<file path="config.mk">
export PLATFORM = sky130hd
export DESIGN_NAME = utf8_stream_decoder
export DESIGN_NICKNAME = d
export VERILOG_FILES = /design/src/rtl/u8d_pkg.sv /design/src/rtl/u8d_step.sv /design/src/rtl/u8d_out_buf.sv /design/src/rtl/utf8_stream_decoder.sv
export SDC_FILE = /design/constraint.sdc
export NUM_CORES = 1
export LEC_CHECK = 0
export ABC_CLOCK_PERIOD_IN_PS = 11880
export BUFFER_PORTS_ARGS = -buffer_cell sky130_fd_sc_hd__clkbuf_2
export CAP_MARGIN = 30
export CORE_UTILIZATION = 60
export CTS_CLUSTER_SIZE = 16
export DETAILED_ROUTE_END_ITERATION = 10
export PLACE_DENSITY = 0.92
export SLEW_MARGIN = 0
export SYNTH_ARGS = -nofsm -noshare
export SYNTH_HDL_FRONTEND = slang
export SYNTH_SLANG_ARGS = --single-unit
export TNS_END_PERCENT = 30
</file>
<file path="constraint.sdc">
create_clock -name aclk -period 11.88 [get_ports aclk]
set_input_delay 0.594 -clock aclk [delete_from_list [all_inputs] [get_ports aclk]]
set_output_delay 0.594 -clock aclk [all_outputs]
set_load 0.005 [all_outputs]
</file>
<file path="src/rtl/u8d_pkg.sv">
// u8d_pkg: shared types and constants of the UTF-8 stream decoder.
// Holds the decoder state and result records and the lead-byte length function.
// No dependencies.
`timescale 1ns / 1ps
`default_nettype none

package u8d_pkg;

    localparam int unsigned IN_TDATA_W  = 8;
    localparam int unsigned OUT_TDATA_W = 40;
    localparam int unsigned CODE_W      = 32;
    localparam int unsigned ACCUM_W     = 21;

    localparam logic [CODE_W-1:0] INVALID_CODE_RESET = 32'd65533;

    localparam logic [2:0] LEN_NONE     = 3'd0;
    localparam logic [3:0] LEN_MIN_LEAD = 4'd2;
    localparam logic [3:0] LEN_MAX_LEAD = 4'd7;
    localparam logic [3:0] LEN_MAX_GOOD = 4'd4;

    typedef struct packed {
        logic [2:0]         seq_length;
        logic [2:0]         bytes_taken;
        logic [ACCUM_W-1:0] code_accum;
        logic               seq_bad;
    } dec_state_t;

    typedef struct packed {
        logic [CODE_W-1:0] code_point;
        logic              is_invalid;
        logic [2:0]        bytes_used;
        logic              buffer_end;
    } result_t;

    function automatic logic [3:0] lead_ones(input logic [7:0] b);
        logic [3:0] n;
        unique casez (b)
            8'b0???????: n = 4'd0;
            8'b10??????: n = 4'd1;
            8'b110?????: n = 4'd2;
            8'b1110????: n = 4'd3;
            8'b11110???: n = 4'd4;
            8'b111110??: n = 4'd5;
            8'b1111110?: n = 4'd6;
            8'b11111110: n = 4'd7;
            default:     n = 4'd8;
        endcase
        return n;
    endfunction

endpackage

`default_nettype wire

</file>
<file path="src/rtl/u8d_step.sv">
// u8d_step: next-state and result logic for one input byte.
// Depends on u8d_pkg for the state and result records.
`timescale 1ns / 1ps
`default_nettype none

module u8d_step (
    input  wire logic [7:0]                   byte_value,
    input  wire logic                         last_byte,
    input  wire logic [u8d_pkg::CODE_W-1:0]   invalid_code,
    input  wire u8d_pkg::dec_state_t          state,
    output u8d_pkg::dec_state_t               state_next,
    output logic                              emit,
    output u8d_pkg::result_t                  result
);

    logic [3:0]                    len;
    logic [7:0]                    lead_bits;
    logic [2:0]                    taken_inc;
    logic                          cont_ok;
    logic                          bad_inc;
    logic [u8d_pkg::ACCUM_W-1:0]   accum_inc;
    logic                          bad_out;
    logic [u8d_pkg::ACCUM_W-1:0]   cp_out;

    assign len       = u8d_pkg::lead_ones(byte_value);
    assign lead_bits = byte_value & (8'h7F >> len);
    assign taken_inc = state.bytes_taken + 3'd1;
    assign cont_ok   = (byte_value[7:6] == 2'b10);
    assign bad_inc   = state.seq_bad | ~cont_ok;
    assign accum_inc = bad_inc ? state.code_accum
                               : {state.code_accum[u8d_pkg::ACCUM_W-7:0], byte_value[5:0]};

    always_comb begin
        state_next = state;
        emit       = 1'b0;
        bad_out    = 1'b0;
        cp_out     = '0;
        result.bytes_used = 3'd1;
        result.buffer_end = last_byte;
        if (state.seq_length == u8d_pkg::LEN_NONE) begin
            if (!byte_value[7]) begin
                emit   = 1'b1;
                cp_out = {13'd0, byte_value};
            end else if (len < u8d_pkg::LEN_MIN_LEAD || len > u8d_pkg::LEN_MAX_LEAD
                         || last_byte) begin
                emit    = 1'b1;
                bad_out = 1'b1;
            end else begin
                state_next.seq_length  = len[2:0];
                state_next.bytes_taken = 3'd1;
                state_next.seq_bad     = (len > u8d_pkg::LEN_MAX_GOOD);
                state_next.code_accum  = (len > u8d_pkg::LEN_MAX_GOOD) ? '0
                                                                       : {13'd0, lead_bits};
            end
        end else begin
            if (taken_inc == state.seq_length) begin
                emit              = 1'b1;
                bad_out           = bad_inc;
                cp_out            = accum_inc;
                result.bytes_used = taken_inc;
                state_next        = '0;
            end else if (last_byte) begin
                emit              = 1'b1;
                bad_out           = 1'b1;
                result.bytes_used = taken_inc;
                state_next        = '0;
            end else begin
                state_next.bytes_taken = taken_inc;
                state_next.seq_bad     = bad_inc;
                state_next.code_accum  = accum_inc;
            end
        end
        result.is_invalid = bad_out;
        result.code_point = bad_out ? invalid_code : {11'd0, cp_out};
    end

endmodule

`default_nettype wire

</file>
<file path="src/rtl/u8d_out_buf.sv">
// u8d_out_buf: output register with a skid stage for decoded results.
// Depends on u8d_pkg for the result record.
`timescale 1ns / 1ps
`default_nettype none

module u8d_out_buf (
    input  wire logic         aclk,
    input  wire logic         aresetn,
    input  wire logic         push,
    input  wire u8d_pkg::result_t push_data,
    output logic              space,
    output logic              out_valid,
    input  wire logic         out_ready,
    output u8d_pkg::result_t  out_data
);

    logic             out_valid_reg;
    logic             skid_valid_reg;
    u8d_pkg::result_t out_data_reg;
    u8d_pkg::result_t skid_data_reg;
    logic             pop;

    assign pop       = out_valid_reg & out_ready;
    assign space     = ~skid_valid_reg;
    assign out_valid = out_valid_reg;
    assign out_data  = out_data_reg;

    always_ff @(posedge aclk) begin
        if (!aresetn) begin
            out_valid_reg  <= 1'b0;
            skid_valid_reg <= 1'b0;
        end else if (skid_valid_reg) begin
            if (pop) begin
                skid_valid_reg <= 1'b0;
            end
        end else if (push) begin
            if (!out_valid_reg || pop) begin
                out_valid_reg <= 1'b1;
            end else begin
                skid_valid_reg <= 1'b1;
            end
        end else if (pop) begin
            out_valid_reg <= 1'b0;
        end
    end

    always_ff @(posedge aclk) begin
        if (skid_valid_reg) begin
            if (pop) begin
                out_data_reg <= skid_data_reg;
            end
        end else if (push) begin
            if (!out_valid_reg || pop) begin
                out_data_reg <= push_data;
            end else begin
                skid_data_reg <= push_data;
            end
        end
    end

endmodule

`default_nettype wire

</file>
<file path="src/rtl/utf8_stream_decoder.sv">
// utf8_stream_decoder: streaming UTF-8 decoder, one byte per beat.
// Depends on u8d_pkg, u8d_step and u8d_out_buf.
//
// Usage:
//   s_ channel: one raw byte per beat in s_tdata, s_tlast on the buffer's last byte.
//   m_ channel: one beat per completed character: code point and bytes used in
//   m_tdata, invalid flag in m_tuser, m_tlast when the last byte caused it.
//   cfg channel: writes the code point reported for invalid sequences; always
//   ready, write only while no beat is in flight.
// Throughput: one byte per cycle while s_tready is high. The sequence state updates in the same cycle
// the byte is taken, so the next byte follows without a gap.
// A result is registered in the output register, or the skid stage while that one is stalled.
// Stall: the output register holds one result and a one-beat skid stage a second
// while m_tready is low; s_tready drops only once the skid stage is full.
// Reset: clears the open sequence and both output stages and sets the invalid
// code to 0xFFFD.
`timescale 1ns / 1ps
`default_nettype none

module utf8_stream_decoder (
    input  wire logic                                 aclk,
    input  wire logic                                 aresetn,
    input  wire logic                                 s_tvalid,
    output logic                                      s_tready,
    input  wire logic [u8d_pkg::IN_TDATA_W-1:0]       s_tdata,   // [7:0] byte_value
    input  wire logic                                 s_tlast,   // last_byte
    output logic                                      m_tvalid,
    input  wire logic                                 m_tready,
    output logic [u8d_pkg::OUT_TDATA_W-1:0]           m_tdata,   // [31:0] code_point,
                                                                 // [34:32] bytes_used, zero pad
    output logic                                      m_tuser,   // is_invalid
    output logic                                      m_tlast,   // buffer_end
    input  wire logic                                 cfg_valid,
    output logic                                      cfg_ready,
    input  wire logic [u8d_pkg::CODE_W-1:0]           cfg_data   // invalid_code
);

    logic [u8d_pkg::CODE_W-1:0] invalid_code_reg;
    u8d_pkg::dec_state_t        state_reg;
    u8d_pkg::dec_state_t        state_next;
    u8d_pkg::result_t           step_result;
    u8d_pkg::result_t           out_result;
    logic                       step_emit;
    logic                       accept;

    assign cfg_ready = 1'b1;
    assign accept    = s_tvalid & s_tready;

    always_ff @(posedge aclk) begin
        if (!aresetn) begin
            invalid_code_reg <= u8d_pkg::INVALID_CODE_RESET;
        end else if (cfg_valid && cfg_ready) begin
            invalid_code_reg <= cfg_data;
        end
    end

    always_ff @(posedge aclk) begin
        if (!aresetn) begin
            state_reg <= '0;
        end else if (accept) begin
            state_reg <= state_next;
        end
    end

    u8d_step u_step (
        .byte_value   (s_tdata),
        .last_byte    (s_tlast),
        .invalid_code (invalid_code_reg),
        .state        (state_reg),
        .state_next   (state_next),
        .emit         (step_emit),
        .result       (step_result)
    );

    u8d_out_buf u_out_buf (
        .aclk      (aclk),
        .aresetn   (aresetn),
        .push      (accept & step_emit),
        .push_data (step_result),
        .space     (s_tready),
        .out_valid (m_tvalid),
        .out_ready (m_tready),
        .out_data  (out_result)
    );

    assign m_tdata = {5'd0, out_result.bytes_used, out_result.code_point};
    assign m_tuser = out_result.is_invalid;
    assign m_tlast = out_result.buffer_end;

    a_skid_implies_out : assert property (@(posedge aclk) disable iff (!aresetn)
        !s_tready |-> m_tvalid)
        else $error("skid stage full while output register empty");

    a_used_nonzero : assert property (@(posedge aclk) disable iff (!aresetn)
        m_tvalid |-> m_tdata[34:32] != 3'd0)
        else $error("result with zero bytes used");

    a_single_valid_ascii : assert property (@(posedge aclk) disable iff (!aresetn)
        (m_tvalid && !m_tuser && m_tdata[34:32] == 3'd1) |-> m_tdata[31:7] == 25'd0)
        else $error("valid one-byte result outside ASCII range");

    a_last_closes : assert property (@(posedge aclk) disable iff (!aresetn)
        (s_tvalid && s_tready && s_tlast) |=> state_reg.seq_length == u8d_pkg::LEN_NONE)
        else $error("sequence left open after last byte");

endmodule

`default_nettype wire

</file>
### Yosys cells after proc, flatten, opt, wreduce, memory -nomap -nowiden

Index checks and enable logic that the tools add are counted.

* latch bits: 0
* flip-flop bits (word level): 136
* memories: 0
* output and inout bits: 45
* bits in read-only memories: 0
* input bits: 46
* RAM bits: 0

* muxes and demuxes: 35
* shifts and indexed selects: 1
* equality and inequality tests: 12
* bitwise gates (word level): 9
* multipliers: 0
* divide/modulo/power cells: 0
* reduce and logical (&&, ||, !) cells: 14
* $add $sub $neg: 1
* $lt $le $gt $ge: 3

Operators with widths (number)
* $mux 37: 4
* $mux 28: 4
* $mux 21: 3
* $mux 32: 1
* $pmux 4 s8: 1
* $mux 25: 1
* $mux 1: 15
* $mux 3: 4
* $reduce_and 3->1: 4
* $and 8x8->8: 1
* $eq 8x8->1 const B: 1
* $gt 4x3->1 const B: 2
* $mux 8: 1
* $ne 2x2->1 const B: 4
* $shr 7x4->8 const A: 1
* $eq 7x7->1 const B: 1
* $mux 7: 1
* $eq 6x6->1 const B: 1
* $reduce_bool 2->1: 3
* $eq 5x5->1 const B: 1
* $eq 4x4->1 const B: 1
* $lt 4x2->1 const B: 1
* $not 1->1: 4
* $reduce_and 4->1: 1
* other kinds (10): 14

### Depth between registers and ports, before layout

* depth after elaboration: 12
* mapped depth: 8

### By module

From an unflattened synthesis, not the netlist that was laid out.

* cells, all modules: 559
* area total of the unflattened synthesis: 6717.7 um2

By module, submodules not included
* u8d_out_buf: instances 1, area each 2981.6 um2, cells an instance 130
* utf8_stream_decoder: instances 1, area each 2408.6 um2, cells an instance 241
* u8d_step: instances 1, area each 1327.5 um2, cells an instance 188

### Worst setup path after synthesis

Ideal clock, no wire load.

* path kind: reg-to-reg
* start point: register state_reg[22] in the netlist's numbering
* end point: register u_out_buf.skid_data_reg[0] in the netlist's numbering (enable)
* buffers on the path: 0
* period minus slack after synthesis: 4840 ps
* library setup time: 486 ps
* setup slack: 7040 ps
* arrival time: 4355 ps
* cell stages (with the launch flop): 7
* cells stage by stage: dfxtp_1 -> ha_1 -> xor3_1 -> o31a_1 -> mux2i_1 -> nand2_1 -> nor3b_1

* longest elaborated chain between the ends: 6

RTL lines
* start: declaration: line utf8_stream_decoder.sv:39 `u8d_pkg::dec_state_t state_reg;`
* start signal: assignment: line utf8_stream_decoder.sv:61 `state_reg <= state_next;`
* $add 3x1->3: line u8d_step.sv:27 `assign taken_inc = state.bytes_taken + 3'd1;`
* $eq 3x3->1: line u8d_step.sv:56 `if (taken_inc == state.seq_length) begin`
* $mux 1: line u8d_step.sv:56
* $mux 1: line u8d_step.sv:40 `if (state.seq_length == u8d_pkg::LEN_NONE) begin`
* $and 1x1->1: line utf8_stream_decoder.sv:78 `.push (accept & step_emit),`
* $reduce_and 3->1 (no source line)
* end signal: assignment: line u8d_out_buf.sv:56 `skid_data_reg <= push_data;`
* end: declaration: line u8d_out_buf.sv:20 `u8d_pkg::result_t skid_data_reg;`

No other way between the ends.
A chain may end at the register's enable or synchronous reset.

==> results by stage <==
GRT:
- The first global-routing pass estimated 19600 um of wire.
- The global-route congestion overflow total is 0.
- The initial antenna violation count is 0.
- The global router's overall resource usage is 27.5%.
- Entering global routing, the biggest net connects 49 pins.
- The via count of the first global-routing pass is 3646.

Clock tree:
- The number of buffers added by the clock tree synthesis step is 17.
- The clock tree from TritonCTS is built.
- The count of cells resized by post-cts repair is 0.
- Once the clock tree was built, the setup fixing pass inserted 0 buffers.
- The cell chosen for the clock root is sky130_fd_sc_hd__clkbuf_8.
- Clock-pin slew was measured on the worst setup and hold paths at 0.06 ns.
- The clock passes through at most 2 buffers.
- The number of H-tree levels is 4.
- The clock latency of the later-clocked register in the worst-skew pair is 0.52 ns.
- The clock net in this run drives a total of 130 sinks.
- The number of hold buffers added after CTS is 0.

Power:
- The ratio of total power to cell area is 169 mW/mm2.
- The switching share of power is 22.5%.
- In this run, the combinational gates consume 8.7% of the power.
- The net switching power of the design is 245 uW.
- Summed over all cells, the static leakage comes to 2.60 nW.
- Across the VDD grid, the largest voltage drop is 0.110 mV.
- The clock network burns 43.9% of the power.
- The internal portion of the total power is 843 uW.
- In this run, flip-flops and latches consume 47.4% of the power.

Drt:
- The number of DRC violations after detailed-routing iteration 0 is 359.
- The residual antenna-violating net count after detailed routing is 0.
- The first detailed-routing pass took 7 iterations.
- The detailed-route wire length is 12100 um.
- After detailed routing, the number of remaining DRC violations is 0.
- The detailed-route via count is 3587.
- Dividing the detail-routed via count by the number of cells gives 5.96.
- The routed length per placed instance is 20.1 um.

Synth:
- In this run the cell area of the synthesized design comes to 0.00537 mm2.
- The synthesis warning total is 0.
- The library cell occupying the most area in the post-synthesis netlist is sky130_fd_sc_hd__edfxtp_1.
- The area share of the largest cell type after synthesis is 41.4%.
- By area the synthesized netlist is led by sky130_fd_sc_hd__edfxtp_1, sky130_fd_sc_hd__dfxtp_1, sky130_fd_sc_hd__mux2_2.
- After synthesis, flip-flops and latches occupy 62.2% of the total area.
- The count of mapped cells out of synthesis is 398.
- After synthesis, the mean cell area works out to 13.5 um2.
- The number of flip-flops and latches in the synthesized netlist is 130.
- The number of different library cells used by synthesis comes to 48.

Timing:
- Static timing analysis puts the maximum clock frequency at 296 MHz.
- On the final layout, the worst clock skew is 0.0100 ns.
- Setup slack closes at 8.50 ns.
- The number of endpoints with negative hold slack in the final report is 0.
- For the pin with the worst max-slew slack, the measured transition is 1.02 ns.
- In this run the tightest slew margin relative to its limit is 31.9%.
- The hold slack is 0.277 ns.
- The setup TNS is 0 ns.
- The final max-slew violation count was 0.
- Subtracting the final worst setup slack from the clock period gives 3.38 ns.
- The final number of setup-violating endpoints is 0.
- The final critical-path share of the clock period is 28.4%.
- Setup repair after global routing left no endpoint under its margin.

Floorplan:
- The initial utilization of the core area, before any placement, comes to 61.9%.
- The die width is 96.6 um.
- The number of cell rows is 34.
- The number of top-level design ports is 91.
- The placeable core region is 0.00868 mm2.
- The total die area is 0.00934 mm2.
- In this run the vertical extent of the chip is 96.6 um.

Status:
- The run finished with clean final reports.

Setup path:
- In this run the critical register-to-register path is captured at u_out_buf.out_data[11].
- The kind of capture point of the worst setup path is a flip-flop.
- The category of the worst setup path launch point is a flip-flop.
- Measured in cells, the most critical reg-to-reg path has a length of 7.
- The arrival time of data at the critical path endpoint is 3.64 ns.
- The worst setup path category is reg -> reg.
- STA puts the critical path data required time at 12.14 ns.
- The largest fanout of any net on the critical path is 20.
- For flop-to-flop paths, the worst setup slack is 8.50 ns.
- The critical path starts at state_reg[22].
- The worst register-to-register path begins at state_reg[22].

Final layout:
- The library cells used most frequently in the layout, excluding fill and tap cells, are sky130_fd_sc_hd__clkbuf_2, sky130_fd_sc_hd__edfxtp_1, sky130_fd_sc_hd__dfxtp_1, sky130_fd_sc_hd__mux2_2.
- The leading cell type in the layout, fill and taps excluded is sky130_fd_sc_hd__clkbuf_2.
- Summing all non-filler instances in the final layout gives an area of 0.00642 mm2.
- 0 antenna diodes ended up in the layout.
- The layout has 556 filler cells.
- Of the cells placed in the final design, the portion with a size suffix greater than 1 is 33.0%.
- The layout overhead on the synthesized area is 19.6%.
- The final layout contains 528 nets.

Hold path:
- Along the worst hold path, the cell count comes to 1.
- The startpoint identified for the worst hold timing path is s_tlast.
- The path class of the lowest-slack min-delay path is in -> reg.
- For hold timing, the worst endpoint is u_out_buf.skid_data_reg[0].

Placement:
- The number of I/O port buffers is 84.
- The placement-stage cell area is 0.00586 mm2.
- Timing analysis after detailed placement gives a worst setup slack of 8.55 ns.
- Once detailed placement completed, the half-perimeter wirelength came to 7730 um.
- The final weighted congestion in routability-driven placement is 0.841.

Run:
- The tool flagged a number of max-cap violations equal to 0.
kinds of logic (layout without fill, tap and decap cells):
group,Yosys count,count (layout),share of synthesized area (%)
mux,71,71,14.1
fa+ha+maj,1,1,0.233
buf+inv,34,126,3.14
xor+xnor,4,4,0.932
other cells,2,6,0.140
simple gates,85,85,8.62
compound gates,71,71,10.6
flops,130,130,62.2
area by class of cell:
type,count,area (um2),share of cell area (%)
well taps,108,135,2.10
clock inverters,8,48.8,0.759
flip-flops and latches,130,3340,52.0
inverters,4,15.0,0.234
repair buffers,90,485,7.56
multi-input cells,238,1890,29.3
clock buffers,24,512,7.96
cell usage after synthesis, drive strengths merged:
cell type / n
o21ai: 12
o2111a: 1
a21boi: 3
conb: 2
o221ai: 1
o32ai: 1
o31a: 1
nor2b: 19
buf: 15
nand3b: 1
clkbuf: 15
dfxtp: 56
a22o: 34
nand2: 26
a21bo: 1
mux2: 37
o311ai: 1
nor4: 1
mux2i: 34
nor4b: 1
nand4b: 1
inv: 4
nor2: 6
a22oi: 1
nand4: 4
a21oi: 4
o31ai: 3
nor3b: 2
and3: 4
xor3: 1
and2: 12
ha: 1
nand3: 3
edfxtp: 74
nor3: 2
a32oi: 1
o21a: 1
xnor2: 2
or3: 2
o22ai: 1
o211ai: 5
xor2: 1
or3b: 1
critical path, cell delays in order, from the launching register on:
cell	delay, ns
sky130_fd_sc_hd__dfxtp_1	0.42
sky130_fd_sc_hd__ha_1	0.28
sky130_fd_sc_hd__xor3_1	0.34
sky130_fd_sc_hd__o31a_1	0.43
sky130_fd_sc_hd__o32ai_4	0.62
sky130_fd_sc_hd__buf_4	0.36
sky130_fd_sc_hd__mux2_2	0.38
sky130_fd_sc_hd__mux2_2	0.28
worst max-delay path by stage:
stage,to,slack (ns),cells after the start
finish,u_out_buf.out_data[11],8.50,7
global route,u_out_buf.out_data[11],8.37,7
CTS,u_out_buf.out_data[11],8.54,7
detailed placement,u_out_buf.out_data[11],8.55,7
global placement,u_out_buf.out_data[11],8.70,7
floorplan,u_out_buf.skid_data_reg[0],7.04,6
power by group through the flow:
stage | sequential, mW | combinational (mW) | clock [mW]
floorplan | 0.524 | 0.0572 | 0
global placement | 0.524 | 0.0889 | 0
detailed placement | 0.525 | 0.0929 | 0
CTS | 0.516 | 0.0951 | 0.483
global route | 0.518 | 0.103 | 0.503
finish | 0.516 | 0.0949 | 0.478
stage by stage:
step / power (mW) / util [%] / instances
after floorplan: 0.581 / - / 402
after global placement: 0.613 / 67.3 / 569
after global routing: 1.12 / 74.0 / 602
final: 1.09 / 74.0 / 602
after detailed placement: 0.618 / 67.6 / 570
after CTS: 1.09 / 74.0 / 602
metal layers:
layer  global-route usage, %  vias up  part of all wire (%)
met3                    7.66       23                   6.7
met1                    36.3     1745                    42
met2                    43.4      179                    50
li1                        -     1640                     -
met5                       0        -                     0
met4                    10.4        0                   1.8
Note: power is estimated with default switching activity, not from simulation.
